[src/hdl/bfde_pkg.sv]
// Package for the bitplane framebuffer draw engine.
// Holds payload structs, command and color codes, controller states and
// the controller-to-datapath command struct. Depends on nothing.
package bfde_pkg;

  typedef enum logic [2:0] {
    CMD_POINT = 3'd0,
    CMD_LINE  = 3'd1,
    CMD_RECT  = 3'd2,
    CMD_CLEAR = 3'd3,
    CMD_READ  = 3'd4
  } cmd_e;

  typedef enum logic [1:0] {
    COL_WHITE = 2'd0,
    COL_BLACK = 2'd1,
    COL_RED   = 2'd2,
    COL_NONE  = 2'd3
  } color_e;

  typedef struct packed {
    logic [2:0]  cmd;
    logic [7:0]  x;
    logic [7:0]  y;
    logic [7:0]  span;
    logic [7:0]  height_span;
    logic        vertical;
    logic        solid;
    logic [1:0]  color;
    logic [1:0]  fill_color;
    logic [11:0] read_index;
  } in_item_t;

  typedef struct packed {
    logic       status;
    logic [7:0] first_plane_byte;
    logic [7:0] second_plane_byte;
  } out_item_t;

  typedef enum logic [3:0] {
    ST_INIT,
    ST_IDLE,
    ST_DECODE,
    ST_SEG_SETUP,
    ST_PIX_READ,
    ST_PIX_WAIT,
    ST_PIX_WRITE,
    ST_CLEAR,
    ST_READ_WAIT,
    ST_READ_DONE,
    ST_RESULT
  } state_e;

  // Controller commands to the datapath.
  typedef struct packed {
    logic       load_seg;    // latch segment start, length, direction, color
    logic [7:0] seg_x;
    logic [7:0] seg_y;
    logic [7:0] seg_len;
    logic       seg_vert;
    logic [1:0] seg_color;
    logic       rd_pix;      // read the byte under the current pixel
    logic       wr_pix;      // write the modified byte, advance the pixel
    logic       clr_start;   // begin a clear sweep
    logic       clr_step;    // write one byte of the clear sweep
    logic       rd_byte;     // read a byte for the read command
    logic [11:0] rd_index;
  } dp_cmd_t;

  typedef struct packed {
    logic        seg_done;   // no pixels left in the segment
    logic        pix_skip;   // current pixel lies off screen or past the planes
    logic        clr_done;   // sweep counter at the last byte
    logic [7:0]  rd_black;
    logic [7:0]  rd_red;
  } dp_stat_t;

endpackage

[src/hdl/bfde_controller.sv]
// Controller: decodes commands, checks ranges, sequences rectangle edges
// and fill rows into line segments. Depends on bfde_pkg.
module bfde_controller import bfde_pkg::*; #(
  parameter int ROW_BYTES = 13,
  parameter int X_LIMIT   = 103,
  parameter int Y_LIMIT   = 211,
  parameter int ROWS      = 212
) (
  input  logic      clk_i,
  input  logic      rst_ni,
  input  logic      in_valid_i,
  output logic      in_ready_o,
  input  in_item_t  in_item_i,
  output logic      out_valid_o,
  input  logic      out_ready_i,
  output out_item_t out_item_o,
  output dp_cmd_t   cmd_o,
  input  dp_stat_t  stat_i
);

  localparam int PlaneBytes = ROW_BYTES * ROWS;

  state_e state_q, state_d;
  in_item_t it_q;
  logic [2:0] seg_q, seg_d;     // 0..3 edges, 4 fill rows
  logic [7:0] row_q, row_d;
  logic [7:0] rows_left_q, rows_left_d;
  out_item_t res_q, res_d;
  logic       ov_q, ov_d;

  logic [7:0] sx, sy, sl;
  logic       sv;
  logic [1:0] sc;
  logic       s_ok;
  logic       rej;
  logic [7:0] side, inner;

  assign side  = it_q.height_span - 8'd2;
  assign inner = it_q.span - 8'd2;

  // Rejection test for the accepted command.
  always_comb begin
    logic [8:0] ex, ey;
    ex = 9'(it_q.x) + 9'(it_q.span);
    ey = 9'(it_q.y) + 9'(it_q.height_span);
    rej = 1'b0;
    case (it_q.cmd)
      CMD_POINT: rej = 32'(it_q.x) > X_LIMIT || 32'(it_q.y) > Y_LIMIT;
      CMD_LINE:  rej = 32'(it_q.x) > X_LIMIT || 32'(it_q.y) > Y_LIMIT ||
                       (!it_q.vertical && 32'(ex) > X_LIMIT + 1) ||
                       (it_q.vertical && 32'(ey - 9'(it_q.height_span) +
                        9'(it_q.span)) > Y_LIMIT + 1);
      CMD_RECT:  rej = 32'(it_q.x) > X_LIMIT || 32'(it_q.y) > Y_LIMIT ||
                       32'(ex) > X_LIMIT + 1 || 32'(ey) > Y_LIMIT + 1;
      CMD_CLEAR: rej = 1'b0;
      CMD_READ:  rej = 32'(it_q.read_index) >= PlaneBytes;
      default:   rej = 1'b1;
    endcase
  end

  // Current segment of the command.
  always_comb begin
    sx = it_q.x; sy = it_q.y; sl = it_q.span; sv = it_q.vertical; sc = it_q.color;
    case (it_q.cmd)
      CMD_POINT: sl = 8'd1;
      CMD_RECT: begin
        case (seg_q)
          3'd0: sv = 1'b0;
          3'd1: begin sv = 1'b0; sy = it_q.y + it_q.height_span - 8'd1; end
          3'd2: begin sv = 1'b1; sy = it_q.y + 8'd1; sl = side; end
          3'd3: begin
            sv = 1'b1; sx = it_q.x + it_q.span - 8'd1;
            sy = it_q.y + 8'd1; sl = side;
          end
          default: begin
            sv = 1'b0; sx = it_q.x + 8'd1; sy = row_q; sl = inner;
            sc = it_q.fill_color;
          end
        endcase
      end
      default: ;
    endcase
  end

  // Silent drop for rectangle sub-lines that fall off screen.
  always_comb begin
    logic [8:0] e;
    e = sv ? 9'(sy) + 9'(sl) : 9'(sx) + 9'(sl);
    s_ok = !(32'(sx) > X_LIMIT || 32'(sy) > Y_LIMIT ||
             (!sv && 32'(e) > X_LIMIT + 1) || (sv && 32'(e) > Y_LIMIT + 1));
  end

  always_comb begin
    state_d = state_q;
    seg_d = seg_q;
    row_d = row_q;
    rows_left_d = rows_left_q;
    res_d = res_q;
    ov_d = ov_q;
    if (ov_q && out_ready_i) ov_d = 1'b0;
    unique case (state_q)
      ST_INIT: if (stat_i.clr_done) state_d = ST_IDLE;
      ST_IDLE: if (in_valid_i) state_d = ST_DECODE;
      ST_DECODE: begin
        seg_d = '0;
        row_d = it_q.y + 8'd1;
        rows_left_d = it_q.height_span - 8'd2;
        res_d = '{status: rej, first_plane_byte: 8'd0, second_plane_byte: 8'd0};
        if (rej) state_d = ST_RESULT;
        else if (it_q.cmd == CMD_CLEAR) state_d = (it_q.color == COL_NONE) ? ST_RESULT
                                                                           : ST_CLEAR;
        else if (it_q.cmd == CMD_READ) state_d = ST_READ_WAIT;
        else state_d = ST_SEG_SETUP;
      end
      ST_SEG_SETUP: begin
        // rows_left would wrap for h<2: the h<3 test gives no fill rows
        if (seg_q == 3'd4 && (!it_q.solid || it_q.height_span < 8'd3 ||
                              rows_left_q == 8'd0)) begin
          state_d = ST_RESULT;
        end else if (s_ok && sl != 8'd0) begin
          state_d = ST_PIX_READ;
        end else begin
          state_d = ST_PIX_WRITE;  // empty segment, advance directly
        end
      end
      ST_PIX_READ:  state_d = ST_PIX_WAIT;
      ST_PIX_WAIT:  state_d = ST_PIX_WRITE;
      ST_PIX_WRITE: begin
        if (stat_i.seg_done) begin
          if (it_q.cmd != CMD_RECT) state_d = ST_RESULT;
          else begin
            if (seg_q == 3'd4) begin
              row_d = row_q + 8'd1;
              rows_left_d = rows_left_q - 8'd1;
            end else seg_d = seg_q + 3'd1;
            state_d = ST_SEG_SETUP;
          end
        end else begin
          state_d = ST_PIX_READ;
        end
      end
      ST_CLEAR:     if (stat_i.clr_done) state_d = ST_RESULT;
      ST_READ_WAIT: state_d = ST_READ_DONE;
      ST_READ_DONE: begin
        res_d.first_plane_byte  = stat_i.rd_black;
        res_d.second_plane_byte = stat_i.rd_red;
        state_d = ST_RESULT;
      end
      ST_RESULT: if (!ov_q || out_ready_i) begin
        ov_d = 1'b1;
        state_d = ST_IDLE;
      end
      default: state_d = ST_IDLE;
    endcase
  end

  always_comb begin
    cmd_o = '0;
    cmd_o.seg_x = sx;
    cmd_o.seg_y = sy;
    cmd_o.seg_len = (s_ok) ? sl : 8'd0;
    cmd_o.seg_vert = sv;
    cmd_o.seg_color = sc;
    cmd_o.rd_index = it_q.read_index;
    unique case (state_q)
      ST_DECODE: begin
        cmd_o.clr_start = 1'b1;
        cmd_o.seg_color = it_q.color;
        cmd_o.rd_byte = (it_q.cmd == CMD_READ);
      end
      ST_SEG_SETUP: cmd_o.load_seg = 1'b1;
      ST_PIX_READ:  cmd_o.rd_pix = 1'b1;
      ST_PIX_WRITE: cmd_o.wr_pix = !stat_i.seg_done;
      // the sweep after reset writes white, as the clear registers reset to it
      ST_CLEAR, ST_INIT: cmd_o.clr_step = 1'b1;
      ST_READ_WAIT: cmd_o.rd_byte = 1'b1;
      default: ;
    endcase
  end

  always_ff @(posedge clk_i or negedge rst_ni) begin
    if (!rst_ni) begin
      state_q <= ST_INIT;
      seg_q <= '0;
      row_q <= '0;
      rows_left_q <= '0;
      ov_q <= 1'b0;
    end else begin
      state_q <= state_d;
      seg_q <= seg_d;
      row_q <= row_d;
      rows_left_q <= rows_left_d;
      ov_q <= ov_d;
    end
  end

  always_ff @(posedge clk_i) begin
    if (state_q == ST_IDLE && in_valid_i) it_q <= in_item_i;
    res_q <= res_d;
    if (state_q == ST_RESULT && (!ov_q || out_ready_i)) out_item_o <= res_q;
  end

  assign in_ready_o  = (state_q == ST_IDLE);
  assign out_valid_o = ov_q;

endmodule

[config.mk]
export PLATFORM = sky130hd
export DESIGN_NAME = bfde_controller
export DESIGN_NICKNAME = d
export VERILOG_FILES = /design/src/hdl/bfde_pkg.sv /design/src/hdl/bfde_controller.sv
export SDC_FILE = /design/constraint.sdc
export NUM_CORES = 1
export LEC_CHECK = 0
export BUFFER_PORTS_ARGS = -buffer_cell sky130_fd_sc_hd__clkbuf_2
export CORE_MARGIN = 8
export CORE_UTILIZATION = 45
export CTS_CLUSTER_SIZE = 12
export DETAILED_ROUTE_END_ITERATION = 8
export GPL_ROUTABILITY_DRIVEN = 0
export PLACE_DENSITY = 0.65
export SLEW_MARGIN = 15
export SYNTH_ARGS = -nofsm -noshare
export SYNTH_HDL_FRONTEND = slang
export SYNTH_SLANG_ARGS = --single-unit
[constraint.sdc]
create_clock -name clk_i -period 4.6 [get_ports clk_i]
set_input_delay 0 -clock clk_i [delete_from_list [all_inputs] [get_ports clk_i]]
set_output_delay 0 -clock clk_i [all_outputs]
set_load 0.02 [all_outputs]
==> impl_metrics.env, run 1 <==
export IMPL_status="finished with violations"
export IMPL_violations="setup timing"
export IMPL_io_pins=140
export IMPL_relSlewSlack_pct=47.3
export IMPL_grt_max_degree=37
export IMPL_root_buffer="clkbuf_16"
export IMPL_hold_viol=0
export IMPL_rsz0062_at_grt="true"
export IMPL_worstSetupStartpointType="flop"
export IMPL_regArea_um2=3210
export IMPL_chipWidth_um=156
export IMPL_critPathMaxFanout=5
export IMPL_row_count=51
export IMPL_layout_drive_gt1_share_pct=32.3
export IMPL_drc=0
export IMPL_synth_seq_cells=111
export IMPL_clock_path_buffers=2
export IMPL_yosysSeqAreaShare_pct=36.7
export IMPL_p_leak_nw=5.36
export IMPL_synth_area_um2=8760
export IMPL_powerDensity_nw_per_um2=526
export IMPL_max_cap_violations=0
export IMPL_drt_vias_per_instance=5.52
export IMPL_critPathKind="reg2out"
export IMPL_ant_nets=0
export IMPL_avgSynthCellArea_um2=9.15
export IMPL_htreeDepth=3
export IMPL_critical_path_required_ns=4.60
export IMPL_dr_first_iter_drc_count=771
export IMPL_synth_top_area_cell="edfxtp_1"
export IMPL_end_kind="output port"
export IMPL_synth_cell_types=76
export IMPL_place_hpwl_um=20800
export IMPL_ys_flop_type="edfxtp_1"
export IMPL_synth_nets=1118
export IMPL_grt_pass1_wl_um=43700
export IMPL_area_growth_synth_to_final_pct=41.4
export IMPL_synth_edf_count=87
export IMPL_syn_inst=957
export IMPL_wl_per_cell_um=17.9
export IMPL_post_route_min_period_ns=5.03
export IMPL_insertion_delay_ns=0.36
export IMPL_clk_pin_slew_ns=0.09
export IMPL_fin_crit_sh_pct=109
export IMPL_grt_pass1_vias=8557
export IMPL_peakVddDrop_v=0.000261
export IMPL_multi_input_area_um2=5520
export IMPL_max_freq_ghz=0.199
export IMPL_fin_nets=1458
export IMPL_timing_hold_ws_ns=0.00720
export IMPL_drt_total_wl_um=28100
export IMPL_yosysWarnings=0
export IMPL_hp_class="in2reg"
export IMPL_grt_overflow_total=0
export IMPL_clock_sinks=111
export IMPL_final_cell_area_um2=12400
export IMPL_cts_tree="yes"
export IMPL_tightest_slew_ns=0.788
export IMPL_cts_made_buffers=9
export IMPL_yosys_top_cells_area="edfxtp_1 (30%), ha_1 (11%), dfrtp_1 (6.9%)"
export IMPL_port_buffers=138
export IMPL_setup_viol=8
export IMPL_async_flop_share_pct=21.6
export IMPL_die_area_um2=24200
export IMPL_intPower_mw=3.69
export IMPL_grtUsageTotal_pct=22.6
export IMPL_die_y_um=156
export IMPL_drt_first_pass_iters=5
export IMPL_setup_slack_ns=-0.431
export IMPL_diodes=0
export IMPL_swShare_pct=43.3
export IMPL_antenna_found_initial=0
export IMPL_p_clk_share_pct=12.9
export IMPL_p_switching_mw=2.82
export IMPL_combPwrFrac_pct=63.3
export IMPL_seq_power_share_pct=23.8
export IMPL_fin_skew_ns=0.0124
export IMPL_netlist_area_leader_share_pct=29.8
export IMPL_cp_arrival_ns=5.03
export IMPL_vias=8645
export IMPL_place_area_um2=10700
export IMPL_fillers=1583
export IMPL_start_util_pct=45.4
export IMPL_core_area_um2=19300
export IMPL_maxSlewViolCount=0
## registers in the layout (all words and copies together), names as in the netlist
signal and cells:
res_q 17, row_q 8, cmd_o 12, it_q 41
out_valid_o 1, rows_left_q 8, state_q 4, seg_q 3
out_item_o 17
## through the flow
stage | std cells | worst slack, ns | setup TNS, ns | utilization, % | power [mW]
2_1_floorplan | 957 | 0.0176 | 0 | - | 3.88
3_3_place_gp | 1458 | -0.0814 | -0.495 | 55.4 | 5.00
3_5_place_dp | 1458 | -0.179 | -1.27 | 55.4 | 5.06
4_1_cts | 1556 | -0.323 | -2.14 | 62.5 | 6.18
5_1_grt | 1567 | -0.540 | -4.46 | 64.2 | 6.97
6_report | 1567 | -0.431 | -2.98 | 64.2 | 6.51
## cell families after synthesis
family / Yosys count / share of synthesized area [%]
adders and majority gates: 85 / 12.7
DFF: 111 / 36.7
xor gates and xnor gates: 38 / 3.80
and+or+nand+nor: 301 / 17.4
AOI/OAI and AO/OA: 288 / 22.0
muxes: 10 / 1.24
buffers and inverters: 124 / 6.10
## path summary, 6_finish.rpt
path / start / cells after the start / slack, ns / to
max in group asynchronous: rst_ni / 2 / 3.98 / rows_left_q[1]
min reg2reg: res_q[12] / 0 / 0.42 / out_item_o[12]
max reg2reg: it_q[20] / 22 / 0.03 / state_q[1]
min in group asynchronous: rst_ni / 2 / 0.18 / out_valid_o
max: it_q[20] / 21 / -0.43 / cmd_o[27]
min: stat_i[16] / 3 / 0.007 / state_q[0]
## synthesized netlist by cell type, types with 5 or more instances
cell	n
a2111oi_0	5
a211o_1	7
a211oi_1	18
a21o_1	14
a21oi_1	65
a22o_1	8
a22oi_1	6
a31oi_1	7
and2_1	27
and3_1	9
buf_4	13
clkbuf_1	20
dfrtp_1	24
edfxtp_1	87
fa_1	7
ha_1	78
inv_1	88
mux2_2	7
nand2_1	63
nand2b_1	17
nand3_1	24
nand4_1	5
nor2_1	79
nor2b_1	8
nor3_1	23
o2111ai_1	6
o211a_1	5
o211ai_1	7
o21a_1	12
o21ai_0	61
o22ai_1	12
o31ai_1	10
or2_2	7
or3_1	14
xnor2_1	28
xor2_1	10
## cell type report
| class | instances | area share, % |
|---|---|---|
| inverter | 89 | 2.74 |
| sequential | 111 | 26.0 |
| tap | 265 | 2.68 |
| clock inverter | 7 | 0.718 |
| timing repair buffer | 364 | 21.5 |
| clock buffer | 9 | 1.82 |
| multi-input combinational | 722 | 44.6 |
## power by group through the flow
stage	sequential, mW	clock [mW]	combinational (mW)
floorplan	1.50	0	2.38
global placement	1.55	0	3.45
detailed placement	1.56	0	3.50
CTS	1.54	0.854	3.79
global route	1.57	0.886	4.51
finish	1.55	0.842	4.12
## worst max-delay path: stages, from the launching register on
cell and delay [ns]:
edfxtp_1 0.38, inv_2 0.06, ha_4 0.27, inv_2 0.05, ha_1 0.31, a21o_1 0.22, a211oi_2 0.25, nor2_1 0.12
o31ai_2 0.19, buf_4 0.16, inv_1 0.05, mux2_4 0.28, ha_4 0.28, o21ai_2 0.05, o21a_1 0.20, or2_4 0.24
xnor2_1 0.12, a311o_1 0.31, a2111o_1 0.42, or3_4 0.46, nor2_4 0.14, buf_8 0.11
## cells in the final DEF, fill, tap and decap left out, types with 6 or more instances in the layout
cell           instances
a211o_1                7
a211oi_1              13
a21o_1                14
a21oi_1               55
a21oi_2                9
a22o_1                 8
a31oi_1                7
and2_1                23
and3_1                 8
buf_4                151
buf_8                  8
clkbuf_16              9
clkbuf_2             130
dfrtp_1               24
dlygate4sd3_1         71
edfxtp_1              87
ha_1                  62
ha_4                  13
inv_1                 77
inv_2                 11
nand2_1               63
nand2b_1              16
nand3_1               23
nor2_1                69
nor2_4                 6
nor2b_1                8
nor3_1                17
o211ai_1               7
o21a_1                12
o21ai_0               51
o21ai_1                9
o22ai_1               12
o31ai_1                9
or3_1                 14
xnor2_1               27
xor2_1                 9
## layer usage
layer | part of all wire (%) | wire length, um | track usage, % | vias up
met1 | 40 | 11300 | 27.6 | 4034
met3 | 7.4 | 2080 | 5.35 | 79
met4 | 3.3 | 940 | 9.01 | 0
li1 | - | - | - | 4194
met5 | 0 | 0 | 0 | -
met2 | 49 | 13800 | 37.7 | 338
## timing repair
item                                    CTS  global route
hold buffers                             71             0
endpoints found under the setup margin   11            12
buffers inserted                         11            13
pin swaps                                33            45
gates resized for setup                  59            68
endpoints found under the hold margin    94             0
(Power assumes the default switching activity.)
==> run 2: changes to the inputs <==
--- a/config.mk
+++ b/config.mk
@@ -8,6 +8,7 @@
 export BUFFER_PORTS_ARGS = -buffer_cell sky130_fd_sc_hd__clkbuf_2
 export CORE_MARGIN = 8
 export CORE_UTILIZATION = 45
+export CTS_BUF_LIST = sky130_fd_sc_hd__clkbuf_2
 export CTS_CLUSTER_SIZE = 12
 export DETAILED_ROUTE_END_ITERATION = 8
 export GPL_ROUTABILITY_DRIVEN = 0
==> run 2 against run 1 <==
  * The run still ends with setup timing left
  * Clock skew grew 0.050 ns
  * Wire length up 2.5%
  * Largest power group unchanged
  * Non-clock buffer count is 56 higher
  * Setup slack got worse by 0.36 ns
  * Via count rose by 3.3%
  * Cell count up 3.8%
  * Critical endpoint is now cmd_o[22]
  * Power decreased by 3.9%
  * Largest cell class unchanged
  * Register-to-register slack worse by 0.05 ns
  * Count of clock-buffer cells in the layout stayed put
  * Sequential cell count stayed put
==> impl_metrics.env, run 2 (synthesized netlist as in run 1, its figures left out) <==
export IMPL_end_kind="output port"
export IMPL_relSlewSlack_pct=47.0
export IMPL_place_hpwl_um=20800
export IMPL_cts_tree="yes"
export IMPL_wl_per_cell_um=17.7
export IMPL_path_common_cell="ha_4"
export IMPL_fillers=1548
export IMPL_io_pins=140
export IMPL_p_leak_nw=5.53
export IMPL_worst_path_buf_inv=6
export IMPL_maxSlewViolCount=0
export IMPL_critPathMaxFanout=5
export IMPL_critPathKind="reg2out"
export IMPL_cp_slowest_cell="edfxtp_1"
export IMPL_fin_crit_sh_pct=117
export IMPL_grt_pass1_vias=8801
export IMPL_top_layer="met4"
export IMPL_fin_skew_ns=0.0628
export IMPL_wl_met3_um=2370
export IMPL_grt_pass1_wl_um=45100
export IMPL_worst_path_largest_cell_delay_ns=0.51
export IMPL_p_total_mw=6.26
export IMPL_grt_max_degree=37
export IMPL_crit_family="compound AO/OA/AOI/OAI gates"
export IMPL_start_util_pct=45.4
export IMPL_setup_slack_ns=-0.789
export IMPL_powerDensity_nw_per_um2=492
export IMPL_crit_chain="inv_2 -> ha_4 -> inv_2 -> ha_4 -> fa_2 -> buf_4 -> buf_6 -> a21o_1 -> a211oi_2 -> nor2_1 -> o31a_1 -> nor2_2 -> nor2_2 -> ha_4 -> buf_4 -> nand2_1 -> nand2_1 -> a21o_1 -> a21oi_1 -> a311o_1 -> a2111o_1 -> or3_4 -> nor2_4 -> buf_8"
export IMPL_grt_overflow_total=0
export IMPL_post_route_min_period_ns=5.39
export IMPL_clk_pin_slew_ns=0.38
export IMPL_largest_reg_flops=41
export IMPL_antenna_found_initial=1
export IMPL_core_area_um2=19300
export IMPL_chipWidth_um=156
export IMPL_fin_nets=1514
export IMPL_dp_slack_ns=-0.179
export IMPL_insertion_delay_ns=0.70
export IMPL_worstRegToRegCells=21
export IMPL_whs_path_depth=2
export IMPL_dr_first_iter_drc_count=792
export IMPL_reg_top3="it_q x41, out_item_o x17, res_q x17"
export IMPL_drt_total_wl_um=28800
export IMPL_die_y_um=156
export IMPL_clock_sinks=111
export IMPL_peakVddDrop_v=0.000276
export IMPL_max_freq_ghz=0.186
export IMPL_top_register="it_q"
export IMPL_violations="setup timing"
export IMPL_row_count=51
export IMPL_die_area_um2=24200
export IMPL_rsz0062_at_grt="true"
export IMPL_drt_first_pass_iters=5
export IMPL_final_common_cell="buf_4"
export IMPL_max_cap_violations=0
export IMPL_layout_drive_gt1_share_pct=31.9
export IMPL_htreeDepth=3
export IMPL_drt_vias_per_instance=5.49
export IMPL_cts_made_buffers=9
export IMPL_vias=8928
export IMPL_worstSetupStartpointType="flop"
export IMPL_drc=0
export IMPL_wl_met2_um=13900
export IMPL_ant_nets=0
export IMPL_root_buffer="clkbuf_2"
export IMPL_hold_viol=0
export IMPL_final_core_util_pct=66.0
export IMPL_status="finished with violations"
export IMPL_layout_common_cells="buf_4 (165), clkbuf_2 (139), dlygate4sd3_1 (113)"
export IMPL_tightest_slew_ns=0.795
export IMPL_worst_path_stages=24
export IMPL_hp_class="in2reg"
export IMPL_clock_path_buffers=2
export IMPL_grtUsageTotal_pct=23.3
export IMPL_setup_viol=9
export IMPL_port_buffers=138
export IMPL_area_growth_synth_to_final_pct=45.2
export IMPL_critical_path_required_ns=4.60
export IMPL_wl_met1_um=11300
export IMPL_cp_arrival_ns=5.39
run 2: cell types whose count changed in the layout (fill, tap and decap cells not counted), sizes merged:
| cell | before | now |
|---|---|---|
| buf | 163 | 177 |
| diode | 0 | 3 |
| dlygate4sd3 | 71 | 113 |
run 2: final cells by class:
type,count,area [um2],share of cell area [%]
antenna,3,7.51,0.0590
clock buffer,9,45.0,0.354
timing repair buffer,420,3190,25.1
multi-input combinational,722,5490,43.2
sequential,111,3210,25.3
tap,265,332,2.61
inverter,89,339,2.67
clock inverter,7,88.8,0.699
run 2: where the power goes:
| part | internal [mW] | switching (mW) |
|---|---|---|
| clock network | 0.104 | 0.418 |
| registers | 1.33 | 0.216 |
| logic | 2.01 | 2.18 |
| total | 3.44 | 2.81 |
run 2: path summary, 6_finish.rpt:
check / from / to / slack, ns
setup / recovery: it_q[18] / cmd_o[22] / -0.79
hold / removal: in_item_i[35] / it_q[35] / 0.03
setup reg to reg: it_q[18] / state_q[3] / -0.02
hold reg to reg: res_q[12] / out_item_o[12] / 0.42
max in group asynchronous: rst_ni / seg_q[0] / 4.17
min in group asynchronous: rst_ni / state_q[1] / 0.26
run 2: routing by layer:
layer / up-vias / global-route usage, %
met3: 92 / 5.96
li1: 4323 / -
met1: 4156 / 28.1
met4: 0 / 10.4
met2: 357 / 38.8
met5: - / 0
run 2: worst register-to-register path, cell delays in order (launching register included):
cell and delay [ns]:
edfxtp_1 0.48, buf_6 0.12, ha_4 0.15, inv_1 0.05
fa_2 0.53, inv_2 0.04, ha_1 0.25, nor2b_1 0.13
o31a_1 0.34, buf_4 0.15, a21oi_2 0.14, ha_2 0.33
nand2b_1 0.11, a21o_1 0.15, o2111ai_1 0.18, a2111oi_2 0.36
buf_4 0.17, o311ai_1 0.11, o311ai_1 0.26, buf_4 0.18
o2111ai_2 0.14, a21o_1 0.21
run 2: stage by stage:
step	cell area [um2]	setup TNS (ns)	instances	hold slack [ns]
after floorplan	8870	0	957	-0.296
after global placement	10700	-0.495	1458	0.0520
after detailed placement	10700	-1.27	1458	0.0548
after CTS	12500	-5.26	1612	0.000701
after global routing	12700	-8.20	1625	0.00227
final	12700	-5.87	1626	0.0347
run 2: what timing repair did:
item                                    in CTS  in global routing
endpoints found under the hold margin      138                  0
setup buffers                               24                 11
resized for setup                           75                 45
pin swaps                                   42                 39
hold buffers                               114                  0
endpoints found under the setup margin      10                 12
==> run 3: changes to the inputs <==
--- a/config.mk
+++ b/config.mk
@@ -5,6 +5,7 @@
 export SDC_FILE = /design/constraint.sdc
 export NUM_CORES = 1
 export LEC_CHECK = 0
+export ABC_AREA = 1
 export BUFFER_PORTS_ARGS = -buffer_cell sky130_fd_sc_hd__clkbuf_2
 export CORE_MARGIN = 8
 export CORE_UTILIZATION = 45
@@ -12,7 +13,7 @@
 export CTS_CLUSTER_SIZE = 12
 export DETAILED_ROUTE_END_ITERATION = 8
 export GPL_ROUTABILITY_DRIVEN = 0
-export PLACE_DENSITY = 0.65
+export PLACE_DENSITY = 0.68
 export SLEW_MARGIN = 15
 export SYNTH_ARGS = -nofsm -noshare
 export SYNTH_HDL_FRONTEND = slang
==> constraint.sdc (replaced) <==
create_clock -name clk_i -period 4.62 [get_ports clk_i]
set_input_delay 0 -clock clk_i [delete_from_list [all_inputs] [get_ports clk_i]]
set_output_delay 0 -clock clk_i [all_outputs]
set_load 0.02 [all_outputs]
==> run 3 against run 2 <==
  * The run still ends with setup timing left
  * Sequential share of layout area shrank 1.4 points
  * Register-to-register slack improved by 0.33 ns
  * Core utilization increased by 0.74 points
  * Critical path depth fell by 1
  * Clock skew is 0.010 ns higher
  * Synthesized area is 4.9% higher
  * First-iteration DRC count grew 15%
  * Sequential power is essentially flat
  * Synthesized cell count increased by 29%
  * Sequential cell count unchanged
  * Clock power down 1%
  * Critical endpoint is now cmd_o[24]
==> impl_metrics.env, run 3 <==
export IMPL_synth_nets=1394
export IMPL_clock_sinks=111
export IMPL_synth_top_cells_by_count="nand2_1 (318), inv_1 (216), nor2_1 (96), edfxtp_1 (87), nand3_1 (84)"
export IMPL_fin_crit_sh_pct=101
export IMPL_max_freq_ghz=0.214
export IMPL_final_cell_area_um2=13500
export IMPL_largest_reg_flops=41
export IMPL_maxSlewViolCount=0
export IMPL_htreeDepth=3
export IMPL_critPathMaxFanout=10
export IMPL_port_buffers=138
export IMPL_fillers=1626
export IMPL_max_cap_violations=0
export IMPL_syn_inst=1233
export IMPL_p_total_mw=6.85
export IMPL_ys_flop_type="edfxtp_1"
export IMPL_critical_path_required_ns=4.62
export IMPL_synth_area_um2=9190
export IMPL_crit_chain="buf_4 -> ha_4 -> ha_4 -> inv_2 -> o21ai_4 -> o21ai_4 -> clkinvlp_4 -> buf_4 -> o21ai_1 -> ha_4 -> nand3_2 -> nand3b_1 -> xnor2_1 -> inv_1 -> or2_2 -> nand2_1 -> nand2_1 -> nand2_1 -> nand2_2 -> nor2_4 -> clkinv_4 -> a21oi_4 -> buf_8"
export IMPL_grt_max_degree=34
export IMPL_synth_most_common_cell="nand2_1"
export IMPL_final_cells=1902
export IMPL_netlist_area_leader_share_pct=28.4
export IMPL_hp_class="in2reg"
export IMPL_drc=0
export IMPL_ant_nets=0
export IMPL_whs_path_depth=2
export IMPL_core_area_um2=20200
export IMPL_area_growth_synth_to_final_pct=46.4
export IMPL_cts_tree="yes"
export IMPL_synth_top_area_cell="edfxtp_1"
export IMPL_worst_path_largest_cell_delay_ns=0.49
export IMPL_drt_total_wl_um=32200
export IMPL_p_leak_nw=6.50
export IMPL_die_area_um2=25200
export IMPL_fin_nets=1785
export IMPL_insertion_delay_ns=0.70
export IMPL_drt_first_pass_iters=6
export IMPL_tightest_slew_ns=0.727
export IMPL_io_pins=140
export IMPL_min_from="in_item_i[38]"
export IMPL_start_util_pct=45.6
export IMPL_cts_made_buffers=9
export IMPL_relSlewSlack_pct=51.0
export IMPL_grt_overflow_total=0
export IMPL_synth_cell_types=50
export IMPL_synth_edf_count=87
export IMPL_clock_path_buffers=2
export IMPL_yosys_top_cells_area="edfxtp_1 (28%), nand2_1 (13%), ha_1 (11%)"
export IMPL_cp_slowest_cell="dfrtp_1"
export IMPL_status="finished with violations"
export IMPL_avgSynthCellArea_um2=7.45
export IMPL_post_route_min_period_ns=4.67
export IMPL_async_flop_share_pct=21.6
export IMPL_rr_startpoint="it_q[34]"
export IMPL_worstSetupStartpointType="flop"
export IMPL_layout_common_cells="nand2_1 (301), inv_1 (181), buf_4 (140)"
export IMPL_end_kind="output port"
export IMPL_fin_skew_ns=0.0730
export IMPL_violations="setup timing"
export IMPL_place_hpwl_um=21300
export IMPL_hold_viol=0
export IMPL_synth_seq_cells=111
export IMPL_dp_cells=1639
export IMPL_setup_viol=6
export IMPL_grt_pass1_vias=9575
export IMPL_min_to="it_q[38]"
export IMPL_place_area_um2=10200
export IMPL_drt_vias_per_instance=5.32
export IMPL_row_count=52
export IMPL_die_y_um=159
export IMPL_r2r_slack_ns=0.31
export IMPL_wl_per_cell_um=16.9
export IMPL_reg_top3="it_q x41, out_item_o x17, res_q x17"
export IMPL_r2r_end="state_q[3]"
export IMPL_clk_pin_slew_ns=0.38
export IMPL_antenna_found_initial=3
export IMPL_grt_pass1_wl_um=47200
export IMPL_dr_first_iter_drc_count=912
export IMPL_root_buffer="clkbuf_2"
export IMPL_yosysWarnings=0
export IMPL_grtUsageTotal_pct=22.9
export IMPL_worstRegToRegCells=31
export IMPL_layout_drive_gt1_share_pct=30.0
export IMPL_setup_slack_ns=-0.0528
export IMPL_peakVddDrop_v=0.000260
export IMPL_vias=10100
export IMPL_critPathKind="reg2out"
export IMPL_rsz0062_at_grt="true"
export IMPL_top_register="it_q"
export IMPL_powerDensity_nw_per_um2=509
export IMPL_yosysSeqAreaShare_pct=35.0
export IMPL_chipWidth_um=159
export IMPL_final_common_cell="nand2_1"
export IMPL_cp_arrival_ns=4.67
==> run 3: changes by cell type in the layout (fill, tap and decap cells not counted), moves of 23 or more <==
| cell | delta |
|---|---|
| nand2_1 | +238 |
| inv_1 | +104 |
| nand3_1 | +51 |
| buf_4 | -25 |
| inv_2 | +24 |
| nand4_1 | +24 |
| nand2_2 | +23 |
==> run 3: cell type report <==
type	count	area (um2)	area share, %
antenna	3	7.51	0.0558
clock buffer	9	45.0	0.335
clock inverter	7	91.3	0.679
inverter	224	872	6.48
multi-input combinational	869	5730	42.6
sequential	111	3210	23.9
tap	270	338	2.51
timing repair buffer	409	3160	23.5
==> run 3: power by group <==
| group | leakage (nW) | internal, mW | switching [mW] |
|---|---|---|---|
| Clock | 0.0790 | 0.102 | 0.415 |
| Sequential | 1.09 | 1.36 | 0.163 |
| Combinational | 5.32 | 1.99 | 2.82 |
| Total | 6.50 | 3.45 | 3.40 |
==> run 3: metal layers <==
layer	routed length [um]	global-route usage [%]
met1	12300	27.2
met2	15700	38.6
met3	2470	4.27
met4	1720	12.3
met5	0	0
==> run 3: critical path: cells and delay by family, from the launching register on <==
family | cells | cell delay, ns
adder cells (fa/ha/maj) | 3 | 0.61
XOR/XNOR | 1 | 0.14
AND/OR/NAND/NOR | 8 | 0.84
AO/OA/AOI/OAI | 4 | 0.93
buffers and inverters | 7 | 0.97
flip-flops | 1 | 0.49
==> run 3: logic make-up after synthesis <==
group | synth area share, %
fa+ha+maj | 12.1
simple gates | 26.8
xor+xnor | 2.86
mux | 0.245
compound gates | 11.8
buf+inv | 11.2
flops | 35.0
==> run 3: repair_timing <==
item,in CTS,in global routing
setup endpoints to repair,8,12
buffers inserted,68,53
hold endpoints to repair,138,0
resized for setup,81,154
hold buffers,123,0
cloned,0,1
pin swaps,20,66
==> run 3: how the worst max path moves through the flow <==
stage          startpoint    endpoint  cells after the start
2_1_floorplan    it_q[19]   cmd_o[20]                     25
6_report         seg_q[1]   cmd_o[24]                     23
5_1_grt          it_q[43]   cmd_o[20]                     27
3_5_place_dp     it_q[18]  state_q[3]                     30
3_3_place_gp     it_q[18]  state_q[3]                     30
4_1_cts          it_q[27]   cmd_o[20]                     22
==> run 3: metrics by stage <==
stage	TNS, ns	setup slack (ns)	utilization, %	hold WS (ns)
after global placement	0	0.248	50.8	0.0600
final	-0.228	-0.0528	66.7	0.0571
after CTS	0	0.000856	61.7	0.0129
after global routing	-2.10	-0.278	66.7	0.0448
after detailed placement	0	0.105	50.8	0.0582
after floorplan	0	0.559	-	-0.296
